[src/hw/rtl/tpom_pkg.sv]
// Package for the thread-pointer prologue offset matcher: payload types and opcode patterns.
package tpom_pkg;

    // Default longest sequence examined before the scan is forced to end
    localparam int MAX_WORDS_DEFAULT = 32;

    // Position counter width (saturates at its top value)
    localparam int WORD_INDEX_W = 8;

    // Offset accumulator
    localparam int OFFSET_W = 29;
    localparam logic [OFFSET_W-1:0] OFFSET_MAX = 29'h1fff_ffff;

    // stp x29,x30,[sp,#-N]! : imm7 field is don't-care
    localparam logic [31:0] STP_PATTERN = 32'ha980_7bfd;
    localparam logic [31:0] STP_MASK    = ~(32'h0000_007f << 15);

    // mov x29,sp (add x29,sp,#0 with imm12 bits 10..6 free)
    localparam logic [31:0] MOV_PATTERN = 32'h9100_03fd;
    localparam logic [31:0] MOV_MASK    = 32'hffe0_ffff;

    // mrs xN,<thread-pointer register> : Rt is the base register
    localparam logic [31:0] MRS_PATTERN = 32'hd53b_d040;
    localparam logic [31:0] MRS_MASK    = ~32'h0000_001f;

    // ldr x0,[xN]
    localparam logic [31:0] LDR_BASE    = 32'hf940_0000;

    // add xN,xN,#imm12{,lsl #12} : imm12 and shift bit are free
    localparam logic [31:0] ADD_BASE    = 32'h9100_0000;
    localparam logic [31:0] ADD_MASK    = ~32'h007f_fc00;
    localparam int          ADD_SHIFT_BIT = 22;

    // Input transaction
    typedef struct packed {
        logic [31:0] instruction_word;
        logic        last_word;
    } word_t;

    // Output transaction
    typedef struct packed {
        logic                found;
        logic [OFFSET_W-1:0] tls_offset;
    } result_t;

    // Scan phase, one-hot
    typedef enum logic [4:0] {
        PH_FIRST = 5'b00001,
        PH_MOV   = 5'b00010,
        PH_MRS   = 5'b00100,
        PH_SCAN  = 5'b01000,
        PH_DONE  = 5'b10000
    } phase_t;

endpackage

[src/hw/rtl/tls_prologue_offset_matcher_core.sv]
// Top level of the thread-pointer prologue offset matcher.
//
//  Channel | Direction | Signals                          | Payload
//  --------+-----------+----------------------------------+-----------------------
//  word    | in        | word_valid / word_ready / word   | instruction_word, last_word
//  result  | out       | result_valid / result_ready / result | found, tls_offset
//
// One transaction per cycle sustained while the result register is not held: a word is
// captured in the input register, examined from it against the registered phase (masks,
// compares and one 30-bit add), and any result is written to the result register.
// A stalled result register holds the input stage; word_ready drops only then.
// rst_n (asynchronous) returns the scan to expect the first word; no clearing pass.
module tls_prologue_offset_matcher_core #(
    parameter int MAX_WORDS = tpom_pkg::MAX_WORDS_DEFAULT
) (
    input  logic             clk,
    input  logic             rst_n,
    input  logic             word_valid,
    output logic             word_ready,
    input  tpom_pkg::word_t  word,
    output logic             result_valid,
    input  logic             result_ready,
    output tpom_pkg::result_t result
);

    localparam logic [tpom_pkg::WORD_INDEX_W-1:0] LAST_POS =
        tpom_pkg::WORD_INDEX_W'(MAX_WORDS - 1);
    localparam logic [tpom_pkg::WORD_INDEX_W-1:0] INDEX_TOP = '1;

    // Input stage
    logic                 in_valid_reg;
    tpom_pkg::word_t      in_data_reg;

    // Scan state
    tpom_pkg::phase_t     phase_reg, phase_next;
    logic [4:0]           base_reg, base_next;
    logic [tpom_pkg::OFFSET_W-1:0] offset_reg, offset_next;
    logic [tpom_pkg::WORD_INDEX_W-1:0] index_reg, index_next;

    // Result stage
    logic                 out_valid_reg;
    tpom_pkg::result_t    out_data_reg;

    logic        advance;
    logic [31:0] w;
    logic        last;
    logic        final_pos;
    logic        is_stp, is_mov, is_mrs, is_ldr, is_add;
    logic [23:0] imm;
    logic [tpom_pkg::OFFSET_W:0] sum_wide;
    logic [tpom_pkg::OFFSET_W-1:0] sum_sat;
    logic        cont;
    logic        success;
    logic        emit;
    tpom_pkg::phase_t exam_phase;
    logic [4:0]  exam_base;
    logic [tpom_pkg::OFFSET_W-1:0] exam_offset;

    // Handshake
    assign advance      = in_valid_reg && (!out_valid_reg || result_ready);
    assign word_ready   = !in_valid_reg || advance;
    assign result_valid = out_valid_reg;
    assign result       = out_data_reg;

    // Word decode
    assign w    = in_data_reg.instruction_word;
    assign last = in_data_reg.last_word;
    assign final_pos = last || (index_reg >= LAST_POS);

    assign is_stp = (w & tpom_pkg::STP_MASK) == tpom_pkg::STP_PATTERN;
    assign is_mov = (w & tpom_pkg::MOV_MASK) == tpom_pkg::MOV_PATTERN;
    assign is_mrs = (w & tpom_pkg::MRS_MASK) == tpom_pkg::MRS_PATTERN;
    assign is_ldr = w == (tpom_pkg::LDR_BASE | {22'd0, base_reg, 5'd0});
    assign is_add = (w & tpom_pkg::ADD_MASK) ==
                    (tpom_pkg::ADD_BASE | {22'd0, base_reg, 5'd0} | {27'd0, base_reg});

    // Immediate and saturating accumulate
    assign imm      = w[tpom_pkg::ADD_SHIFT_BIT] ? {w[21:10], 12'd0} : {12'd0, w[21:10]};
    assign sum_wide = {1'b0, offset_reg} + {6'd0, imm};
    assign sum_sat  = sum_wide[tpom_pkg::OFFSET_W] ? tpom_pkg::OFFSET_MAX
                                                   : sum_wide[tpom_pkg::OFFSET_W-1:0];

    // Per-phase examination
    always_comb
    begin
        cont        = 1'b0;
        success     = 1'b0;
        exam_phase  = phase_reg;
        exam_base   = base_reg;
        exam_offset = offset_reg;
        unique case (phase_reg)
            tpom_pkg::PH_FIRST:
            begin
                if (is_stp)
                begin
                    cont       = 1'b1;
                    exam_phase = tpom_pkg::PH_MOV;
                end
                else if (is_mrs)
                begin
                    cont       = 1'b1;
                    exam_base  = w[4:0];
                    exam_phase = tpom_pkg::PH_SCAN;
                end
            end
            tpom_pkg::PH_MOV:
            begin
                if (is_mov)
                begin
                    cont       = 1'b1;
                    exam_phase = tpom_pkg::PH_MRS;
                end
            end
            tpom_pkg::PH_MRS:
            begin
                if (is_mrs)
                begin
                    cont       = 1'b1;
                    exam_base  = w[4:0];
                    exam_phase = tpom_pkg::PH_SCAN;
                end
            end
            tpom_pkg::PH_SCAN:
            begin
                if (is_ldr)
                    success = 1'b1;
                else if (is_add)
                begin
                    cont        = 1'b1;
                    exam_offset = sum_sat;
                end
            end
            default:
            begin
                cont = 1'b0;
            end
        endcase
    end

    // A result leaves on success, failure, or continuing at the final position
    assign emit = (phase_reg != tpom_pkg::PH_DONE) && (success || !cont || final_pos);

    // Next scan state
    always_comb
    begin
        phase_next  = phase_reg;
        base_next   = base_reg;
        offset_next = offset_reg;
        index_next  = index_reg;
        if (phase_reg == tpom_pkg::PH_DONE)
        begin
            if (last)
            begin
                phase_next  = tpom_pkg::PH_FIRST;
                base_next   = '0;
                offset_next = '0;
                index_next  = '0;
            end
        end
        else if (emit && last)
        begin
            phase_next  = tpom_pkg::PH_FIRST;
            base_next   = '0;
            offset_next = '0;
            index_next  = '0;
        end
        else
        begin
            phase_next  = emit ? tpom_pkg::PH_DONE : exam_phase;
            base_next   = exam_base;
            offset_next = exam_offset;
            if (index_reg != INDEX_TOP)
                index_next = index_reg + 1'b1;
        end
    end

    // Input register
    always_ff @(posedge clk or negedge rst_n)
    begin
        if (!rst_n)
            in_valid_reg <= 1'b0;
        else if (word_ready)
            in_valid_reg <= word_valid;
    end

    always_ff @(posedge clk)
    begin
        if (word_ready && word_valid)
            in_data_reg <= word;
    end

    // Scan state registers
    always_ff @(posedge clk or negedge rst_n)
    begin
        if (!rst_n)
        begin
            phase_reg  <= tpom_pkg::PH_FIRST;
            base_reg   <= '0;
            offset_reg <= '0;
            index_reg  <= '0;
        end
        else if (advance)
        begin
            phase_reg  <= phase_next;
            base_reg   <= base_next;
            offset_reg <= offset_next;
            index_reg  <= index_next;
        end
    end

    // Result register
    always_ff @(posedge clk or negedge rst_n)
    begin
        if (!rst_n)
            out_valid_reg <= 1'b0;
        else if (advance)
            out_valid_reg <= emit;
        else if (result_ready)
            out_valid_reg <= 1'b0;
    end

    always_ff @(posedge clk)
    begin
        if (advance && emit)
        begin
            out_data_reg.found      <= success;
            out_data_reg.tls_offset <= success ? offset_reg : '0;
        end
    end

`ifndef SYNTHESIS
    // Failure results carry a zero offset
    assert property (@(posedge clk) disable iff (!rst_n)
        result_valid && !result.found |-> result.tls_offset == '0)
        else $error("failure result with nonzero offset");

    // A held result blocks the input stage
    assert property (@(posedge clk) disable iff (!rst_n)
        in_valid_reg && out_valid_reg && !result_ready |-> !word_ready)
        else $error("input stage not stalled behind held result");

    // A result on a non-final word parks the scan
    assert property (@(posedge clk) disable iff (!rst_n)
        advance && emit && !last |=> phase_reg == tpom_pkg::PH_DONE)
        else $error("scan not parked after result");

    // Parked scan gives no further result
    assert property (@(posedge clk) disable iff (!rst_n)
        advance && phase_reg == tpom_pkg::PH_DONE |=> !result_valid || $past(out_valid_reg))
        else $error("result produced while parked");
`endif

endmodule
[config.mk]
export PLATFORM = sky130hd
export DESIGN_NAME = tls_prologue_offset_matcher_core
export DESIGN_NICKNAME = d
export VERILOG_FILES = /design/src/hw/rtl/tpom_pkg.sv /design/src/hw/rtl/tls_prologue_offset_matcher_core.sv
export SDC_FILE = /design/constraint.sdc
export NUM_CORES = 1
export LEC_CHECK = 0
export ABC_AREA = 1
export BUFFER_PORTS_ARGS = -buffer_cell sky130_fd_sc_hd__buf_2
export CORE_ASPECT_RATIO = 0.9
export CORE_MARGIN = 3
export CORE_UTILIZATION = 35
export CTS_CLUSTER_DIAMETER = 50
export DETAILED_ROUTE_END_ITERATION = 10
export GPL_TIMING_DRIVEN = 0
export PLACE_DENSITY = 0.49
export SLEW_MARGIN = 0
export SYNTH_ARGS = -nofsm -noshare
export SYNTH_HDL_FRONTEND = slang
export SYNTH_SLANG_ARGS = --single-unit
[constraint.sdc]
create_clock -name clk -period 2.55 [get_ports clk]
set_input_delay 0 -clock clk [delete_from_list [all_inputs] [get_ports clk]]
set_output_delay 0 -clock clk [all_outputs]
set_load 0.03 [all_outputs]
Word level (Yosys, flattened, before mapping):

Index checks and enable logic that the tools add are counted.

* add/sub/neg operators: 2
* $mul: 0
* divide/modulo/power cells: 0
* order comparisons: 1
* equality and inequality tests: 16
* shift operators: 0
* muxes and demuxes: 36
* bitwise operators: 1
* reduce and logical (&&, ||, !) cells: 23

Operators by type and width (count)
* 2-to-1 mux 29 bit: 7
* equality test 32 bit: 2
* 2-to-1 mux 5 bit: 12
* equality test 27 bit, second input constant: 2
* 2-to-1 mux 8 bit: 4
* OR 32 x 5 -> 32 bit: 1
* adder 29 x 24 -> 30 bit: 1
* equality test 25 bit, second input constant: 1
* 2-to-1 mux 24 bit: 1
* case mux 5 bit (3 select lines): 1
* != test 5 bit, second input constant: 2
* case mux 5 bit (2 select lines): 1
* 2-to-1 mux 1 bit: 9
* nonzero test 3 bit: 3
* adder 8 x 1 -> 8 bit, second input constant: 1
* greater-or-equal comparator 8 x 5 -> 1 bit, second input constant: 1
* != test 8 bit, second input constant: 1
* AND reduction 4 bit: 2
* nonzero test 6 bit: 1
* equality test 5 x 1 -> 1 bit, second input constant: 1
* equality test 5 x 2 -> 1 bit, second input constant: 1
* equality test 5 x 3 -> 1 bit, second input constant: 1
* equality test 5 x 4 -> 1 bit, second input constant: 1
* equality test 5 bit, second input constant: 1
* 11 further kinds: 21

* register bits after elaboration: 112
* bits in latches: 0
* memory bits (writable): 0
* bits in read-only memories: 0
* input bits: 37
* output and inout bits: 32
* logic and storage cells: 89
* memories: 0

Logic depth before layout (Yosys ltp):

Gate-level depths: netlist of run 1.

* depth in word-level cells: 12
* depth in mapped cells: 16
* gate-level depth less buffers: 16

Worst setup path after synthesis of run 1:

OpenSTA, ideal clock, no wires.

* path kind: flip-flop to flip-flop
* from: reg in_data_reg, in the netlist w[22]
* to: reg offset_reg[15] (netlist bit)
* library setup time: 132 ps
* data arrival time: 2223 ps
* data required time: 2418 ps
* setup slack: 195 ps
* cell stages (with the launch flop): 15
* path buffers: 2
* period minus slack after synthesis: 2355 ps
* path through: edfxtp_1 > clkbuf_1 > nor2_1 > ha_1 > nand2_1 > nand3_1 > nand2_1 > nand2_1 > nand2_1 > nand3_1 > a21oi_4 > buf_4 > nand2_1 > nand2_1 > o21ai_0

* longest elaborated chain between the ends: 11
* elaborated cells between the ends (all ways): 28
* classes of those cells: 1 x add/sub; 5 x eq/ne; 14 x mux; 8 x reduce/logical

RTL lines
* start, declared: line tls_prologue_offset_matcher_core.sv:32 `tpom_pkg::word_t in_data_reg;`
* start signal, assigned: line tls_prologue_offset_matcher_core.sv:189 `in_data_reg <= word;`
* parallel branches: the longest is 11 deep, another holds adder 29 x 24 -> 30 bit
* end signal, assigned: line tls_prologue_offset_matcher_core.sv:206 `offset_reg <= offset_next;`
* end, declared: line tls_prologue_offset_matcher_core.sv:37 `logic [tpom_pkg::OFFSET_W-1:0] offset_reg, offset_next;`

Parallel ways; which one is timed is not known. The select of a mux whose other input is x is not followed.
A chain may end at the register's enable or synchronous reset.

Worst setup path in the final report of run 1:

* from: reg in_data_reg, in the netlist w[22]
* to: reg offset_reg[8] (netlist bit)

The elaborated chain is that of the path after synthesis.

==> impl_metrics.csv, run 1 <==
group,metric,value,unit
synth,synthesis.instances,927,
timing,final-setup-viol-count,0,
route,dr.first_iter.drc_count,342,
route,drcViolationCount,0,
critical_path,required,2790,ps
clock_network,numClockSinks,112,
place,gp_congestion,0.910,
timing,setup_tns,0,ps
critical_path,rr_worst_depth,16,
clock_network,clock_path_buffers,2,
synth,syn_area,6860,um2
global_route,grt.overflow.total,0,
synth,synth-edff-count,63,
hold_path,hold_path.class,"in2reg",
power_and_ir_drop,power.leakage,4.13,nW
critical_path,r2r_setup_slack,60,ps
clock_network,clk_latency,370,ps
critical_path,crit_type,"reg2reg",
timing,max_clock_freq,402,MHz
power_and_ir_drop,p_per_area,820,nW/um2
clock_network,htreeDepth,3,
synth,synthArstFlopShare,0.438,
floorplanning,io_pins,69,
synth,ys_types,34,
global_route,grt_pass1_vias,6115,
place,portBuffers,68,
synth,syn_nets,990,
synth,synth_warnings,0,
timing,finClkSkew,13.8,ps
final_layout,diodes,0,
clock_network,clk_pin_slew,80,ps
clock_network,numCtsBuffers,9,
timing,min_period,2490,ps
critical_path,arrival,2730,ps
critical_path,regToRegEndpoint,"offset_reg[8]",
outcome,outcome,"completed",
final_layout,n_fill_cell,1900,
clock_network,clockRootBuffer,"clkbuf_16",
timing,grt_setup_unrepaired,"true",
final_layout,drive_gt1_frac,0.198,
floorplanning,start_util,0.364,
place,place_hpwl,14200,um
route,wl_per_cell,14.8,um
critical_path,critPathLaunch,"w[22]",
place,dp_slack,-747,ps
synth,synth.ff_latch_count,112,
floorplanning,fp.coreArea,18800,um2
route,drt-total-wl,19600,um
critical_path,crit_path_frequent_cell,"nand2_1",
route,drt_pass1_iterations,5,
timing,setup_ws,60.4,ps
critical_path,end_kind,"flip-flop",
global_route,grt_usage,0.185,
route,routed_via_density,4.72,
timing,slew_violations,0,
flow_run,cap_violations,0,
critical_path,endpoint,"offset_reg[8]",
global_route,grt_max_degree,50,
critical_path,path_max_fanout,6,
synth,syn_area_per_cell,7.40,um2
critical_path,slowest_stage,"edfxtp_1",
global_route,grt_antenna_before_repair,0,
timing,hold_violations,0,
final_layout,nets,1136,
critical_path,startpoint_type,"flip-flop",
route,antenna_left,0,
final_layout,area_growth,30.6,%
floorplanning,die_area,21300,um2
clock_network,cts_tree,"done",
final_layout,largest_reg_flops,32,
synth,yosysSeqAreaShare,0.455,
critical_path,r2r_start,"w[22]",
global_route,grt_pass1_wl,31600,um
route,via_count,6243,
synth,synthFlopType,"edfxtp_1",
floorplanning,rows,47,
floorplanning,die_w,154,um
timing,slew_headroom,0.187,
power_and_ir_drop,vdd_drop_max,0.381,mV
critical_path,crit_chain,"buf_6 -> buf_8 -> nor2_2 -> ha_1 -> nand2_1 -> nor2_2 -> inv_2 -> nor3_2 -> nand2_1 -> nand3_2 -> a21oi_4 -> buf_12 -> buf_2 -> nand2_1 -> nand2_1 -> o21ai_0",
critical_path,crit_path_max_incr_delay,380,ps
floorplanning,dieHeight,139,um
timing,tightest_slew,1220,ps
timing,fin_crit_sh,0.976,
stage by stage:
| stage | hold WS [ps] | total power [mW] | cell area (um2) | util | instances |
|---|---|---|---|---|---|
| 2_1_floorplan | -296 | 4.50 | 6860 | - | 927 |
| 4_1_cts | 320 | 6.98 | 8440 | 0.449 | 1309 |
| 3_5_place_dp | 178 | 5.24 | 7510 | 0.399 | 1240 |
| 3_3_place_gp | 177 | 5.23 | 7510 | 0.399 | 1240 |
| 6_report | 331 | 7.35 | 8960 | 0.476 | 1323 |
| 5_1_grt | 327 | 7.87 | 8960 | 0.476 | 1323 |
final cells by class:
cell class | count | area (um2) | share of cell area
buffer | 13 | 106 | 0.0119
clock buffer | 10 | 229 | 0.0256
clock inverter | 6 | 75.1 | 0.00838
inverter | 154 | 582 | 0.0649
multi-input combinational | 648 | 3520 | 0.393
sequential | 112 | 3120 | 0.348
tap | 245 | 307 | 0.0342
timing repair buffer | 134 | 1010 | 0.113
timing repair inverter | 1 | 7.51 | 0.000838
cells by family after synthesis:
group                    Yosys count  share of synthesized area
AO/OA/AOI/OAI                     92                     0.0730
flip-flops                       112                      0.455
adder cells (fa/ha/maj)           26                     0.0485
buffers and inverters            167                     0.0954
XOR/XNOR                          16                     0.0204
AND/OR/NAND/NOR                  514                      0.308
synthesized netlist by cell type, types with 2 or more instances:
| library cell | number | area (um2) |
|---|---|---|
| nand2_1 | 276 | 1040 |
| inv_1 | 153 | 574 |
| nor2_1 | 133 | 499 |
| nand3_1 | 65 | 325 |
| edfxtp_1 | 63 | 1890 |
| o21ai_0 | 55 | 275 |
| dfrtp_1 | 48 | 1200 |
| a21oi_1 | 30 | 150 |
| ha_1 | 25 | 313 |
| nand4_1 | 16 | 100 |
| xnor2_1 | 14 | 123 |
| nor3_1 | 10 | 50.1 |
| clkbuf_1 | 8 | 30.0 |
| nor2_2 | 3 | 18.8 |
| a21oi_4 | 2 | 32.5 |
| and2_1 | 2 | 12.5 |
| buf_4 | 2 | 15.0 |
| nand2_2 | 2 | 12.5 |
| nor2_4 | 2 | 22.5 |
| nor4_1 | 2 | 12.5 |
| or2_2 | 2 | 12.5 |
| xor2_1 | 2 | 17.5 |
layer usage:
layer,vias up,part of all wire,track usage
li1,3238,-,-
met1,2865,0.50,0.270
met2,120,0.45,0.283
met3,20,0.045,0.0396
met4,0,0.013,0.0404
met5,-,0,0
layout by cell type, fill, tap and decap left out, types with 3 or more instances in the layout:
cell type	instances
nor2_1	120
nand2_1	261
dfrtp_1	48
ha_4	16
buf_2	70
buf_6	8
inv_2	7
xnor2_1	14
buf_8	3
dlygate4sd3_1	38
ha_1	7
nand2_2	15
o21ai_2	4
buf_12	4
edfxtp_1	63
o21ai_1	4
nor3_1	7
a21oi_2	10
buf_4	17
nand4_1	16
clkbuf_1	7
nor2_4	5
clkbuf_16	10
nand3_1	58
clkinvlp_4	3
inv_1	146
nor2_2	13
o21ai_0	47
nand3_2	6
a21oi_1	20
how the worst min path moves through the flow:
stage | startpoint | end | slack, ps | cells past startpoint
global placement | word[9] | w[8] | 180 | 1
finish | word[3] | w[2] | 330 | 2
floorplan | rst_n | base_reg[0] | -300 | 0
CTS | word[7] | w[6] | 320 | 2
global route | word[28] | w[27] | 330 | 2
detailed placement | word[29] | w[28] | 180 | 1
power by group:
group / total [mW] / switching [mW] / leakage (nW) / internal, mW
clock: 1.50 / 0.717 / 0.146 / 0.779
sequential: 2.74 / 0.342 / 1.27 / 2.39
combinational: 3.11 / 1.91 / 2.71 / 1.20
total: 7.35 / 2.97 / 4.13 / 4.37
critical path, delay by kind of cell, from the launching register on:
family,cells,cell delay (ps)
AO/OA/AOI/OAI,2,260
AND/OR/NAND/NOR,8,700
adder cells (fa/ha/maj),1,300
flip-flops,1,380
buffers and inverters,5,700
what timing repair did:
action,CTS,global route
pin swaps,2,3
hold buffers,38,0
hold endpoints to repair,83,0
gates resized for setup,30,94
setup endpoints to repair,58,59
setup buffers,13,12
cloned,2,2
(Power assumes the default switching activity.)
==> inputs of run 2 (changes only) <==
- PLACE_DENSITY: 0.49 -> 0.51
- clock period: 2.55 -> 2.1 ns (I/O delays scaled with it)
==> run 2 against run 1 <==
The run now ends with negative setup slack left; highest routed layer unchanged; clock skew down 6.9 ps; register-to-register slack lost 430 ps; combinational power grew 52%; first-iteration DRC count is 11% higher; largest cell class unchanged; setup slack got worse by 430 ps.
==> impl_metrics.csv, run 2 (synthesis results as in run 1) <==
group,metric,value,unit
timing,finClkSkew,6.95,ps
final_layout,area_growth,45.5,%
critical_path,path_max_fanout,6,
critical_path,r2r_start,"w[22]",
hold_path,min-delay-start,"word[8]",
place,gp_congestion,0.933,
timing,tightest_slew,1290,ps
critical_path,arrival,2710,ps
power_and_ir_drop,power.internal,5.85,mW
final_layout,final_common_cell,"nand2_1",
route,drt-total-wl,20800,um
outcome,outcome,"finished with violations",
final_layout,fin_util,0.530,
route,antenna_left,0,
timing,slew_violations,0,
hold_path,holdPathEnd,"w[7]",
global_route,grt_pass1_wl,32400,um
outcome,violations,"negative setup slack",
global_route,grt_pass1_vias,6340,
timing,max_clock_freq,404,MHz
flow_run,cap_violations,0,
power_and_ir_drop,power.clock.fraction,0.182,
place,portBuffers,68,
timing,hold_violations,0,
final_layout,final-seq-area,3120,um2
clock_network,clk_latency,360,ps
power_and_ir_drop,p_sw_frac,0.407,
timing,final-setup-viol-count,59,
critical_path,required,2340,ps
clock_network,clock_path_buffers,2,
route,dr.first_iter.drc_count,381,
clock_network,numClockSinks,112,
clock_network,cts_tree,"done",
clock_network,clk_pin_slew,70,ps
final_layout,n_fill_cell,1768,
final_layout,largest_reg_flops,32,
critical_path,regToRegEndpoint,"offset_reg[16]",
floorplanning,io_pins,69,
hold_path,hold_path.class,"in2reg",
power_and_ir_drop,power.leakage,4.60,nW
route,drt_pass1_iterations,5,
final_layout,design_area,9980,um2
floorplanning,start_util,0.364,
timing,min_period,2470,ps
power_and_ir_drop,seqPwrFrac,0.337,
global_route,grt_antenna_before_repair,0,
place,place_hpwl,14100,um
global_route,grt_usage,0.190,
critical_path,rr_worst_depth,15,
timing,slew_headroom,0.136,
clock_network,numCtsBuffers,9,
final_layout,final_cell_mix,"219 x nand2_1, 134 x inv_1, 98 x nor2_1",
place,placed_area,7570,um2
final_layout,diodes,0,
route,via_count,6587,
critical_path,end_kind,"flip-flop",
timing,grt_setup_unrepaired,"true",
route,drcViolationCount,0,
power_and_ir_drop,p_switching,4.01,mW
clock_network,clockRootBuffer,"clkbuf_16",
clock_network,htreeDepth,3,
timing,fin_crit_sh,1.18,
critical_path,r2r_setup_slack,-370,ps
final_layout,nets,1188,
floorplanning,rows,47,
hold_path,whs_path_depth,2,
route,wl_per_cell,15.1,um
power_and_ir_drop,vdd_drop_max,0.448,mV
timing,setup_ws,-374,ps
global_route,grt.overflow.total,0,
critical_path,startpoint_type,"flip-flop",
floorplanning,fp.coreArea,18800,um2
floorplanning,dieHeight,139,um
power_and_ir_drop,p_per_area,988,nW/um2
power_and_ir_drop,pwr-share-comb,0.481,
timing,whs,341,ps
floorplanning,die_w,154,um
final_layout,drive_gt1_frac,0.328,
route,routed_via_density,4.79,
floorplanning,die_area,21300,um2
critical_path,crit_type,"reg2reg",
final_layout,multi_input_area,4040,um2
global_route,grt_max_degree,50,
## run 2: cell type report
class                      count  area share
sequential                   112       0.313
clock buffer                   9      0.0226
tap                          245      0.0307
timing repair buffer         186       0.147
inverter                     154      0.0591
clock inverter                 7     0.00803
buffer                        13      0.0140
multi-input combinational    648       0.405
timing repair inverter         1    0.000752
## run 2: worst max-delay path by stage
| stage | startpoint | endpoint | slack [ps] | cells after the start |
|---|---|---|---|---|
| 2_1_floorplan | w[22] | offset_reg[26] | -90 | 14 |
| 5_1_grt | w[22] | offset_reg[16] | -480 | 18 |
| 6_report | w[22] | offset_reg[16] | -370 | 15 |
| 3_5_place_dp | w[22] | offset_reg[21] | -740 | 11 |
| 3_3_place_gp | w[22] | offset_reg[23] | -740 | 12 |
| 4_1_cts | w[22] | offset_reg[7] | -310 | 18 |
## run 2: power by group through the flow
stage	Sequential [mW]	Combinational, mW	Clock [mW]
6_report	3.32	4.74	1.80
5_1_grt	3.38	5.17	1.92
3_5_place_dp	3.30	3.08	0
4_1_cts	3.30	4.14	1.85
2_1_floorplan	3.52	1.99	0
3_3_place_gp	3.29	3.06	0
## run 2: stage by stage
step	cells	setup TNS (ps)	power (mW)	setup slack (ps)
floorplan	927	-2470	5.51	-87.8
global placement	1240	-39040	6.35	-741
detailed placement	1240	-39050	6.38	-735
CTS	1363	-8230	9.29	-311
global route	1375	-18550	10.5	-482
finish	1375	-11740	9.86	-374
## run 2: timing repair
item	CTS	global route
pin swaps	38	54
gates cloned	5	1
setup endpoints to repair	78	96
setup buffers	64	14
endpoints found under the hold margin	83	0
resized for setup	137	134
hold buffers	38	0
## run 2: critical path, cell delays in order (launching register included)
cell and delay (ps):
edfxtp_1 410, buf_4 150, clkbuf_8 160, nor2_4 150, ha_4 230, a21oi_2 220, o21ai_4 90, inv_2 100
nand3_4 90, a21oi_4 180, buf_12 140, buf_12 110, buf_8 130, nand2_2 50, nand2_1 60, o21ai_1 60
## run 2: layer usage
| metal | wire (um) | vias up | track usage |
|---|---|---|---|
| li1 | - | 3337 | - |
| met1 | 9820 | 3082 | 0.264 |
| met2 | 9600 | 140 | 0.302 |
| met3 | 893 | 28 | 0.0343 |
| met4 | 471 | 0 | 0.0581 |
| met5 | 0 | - | 0 |
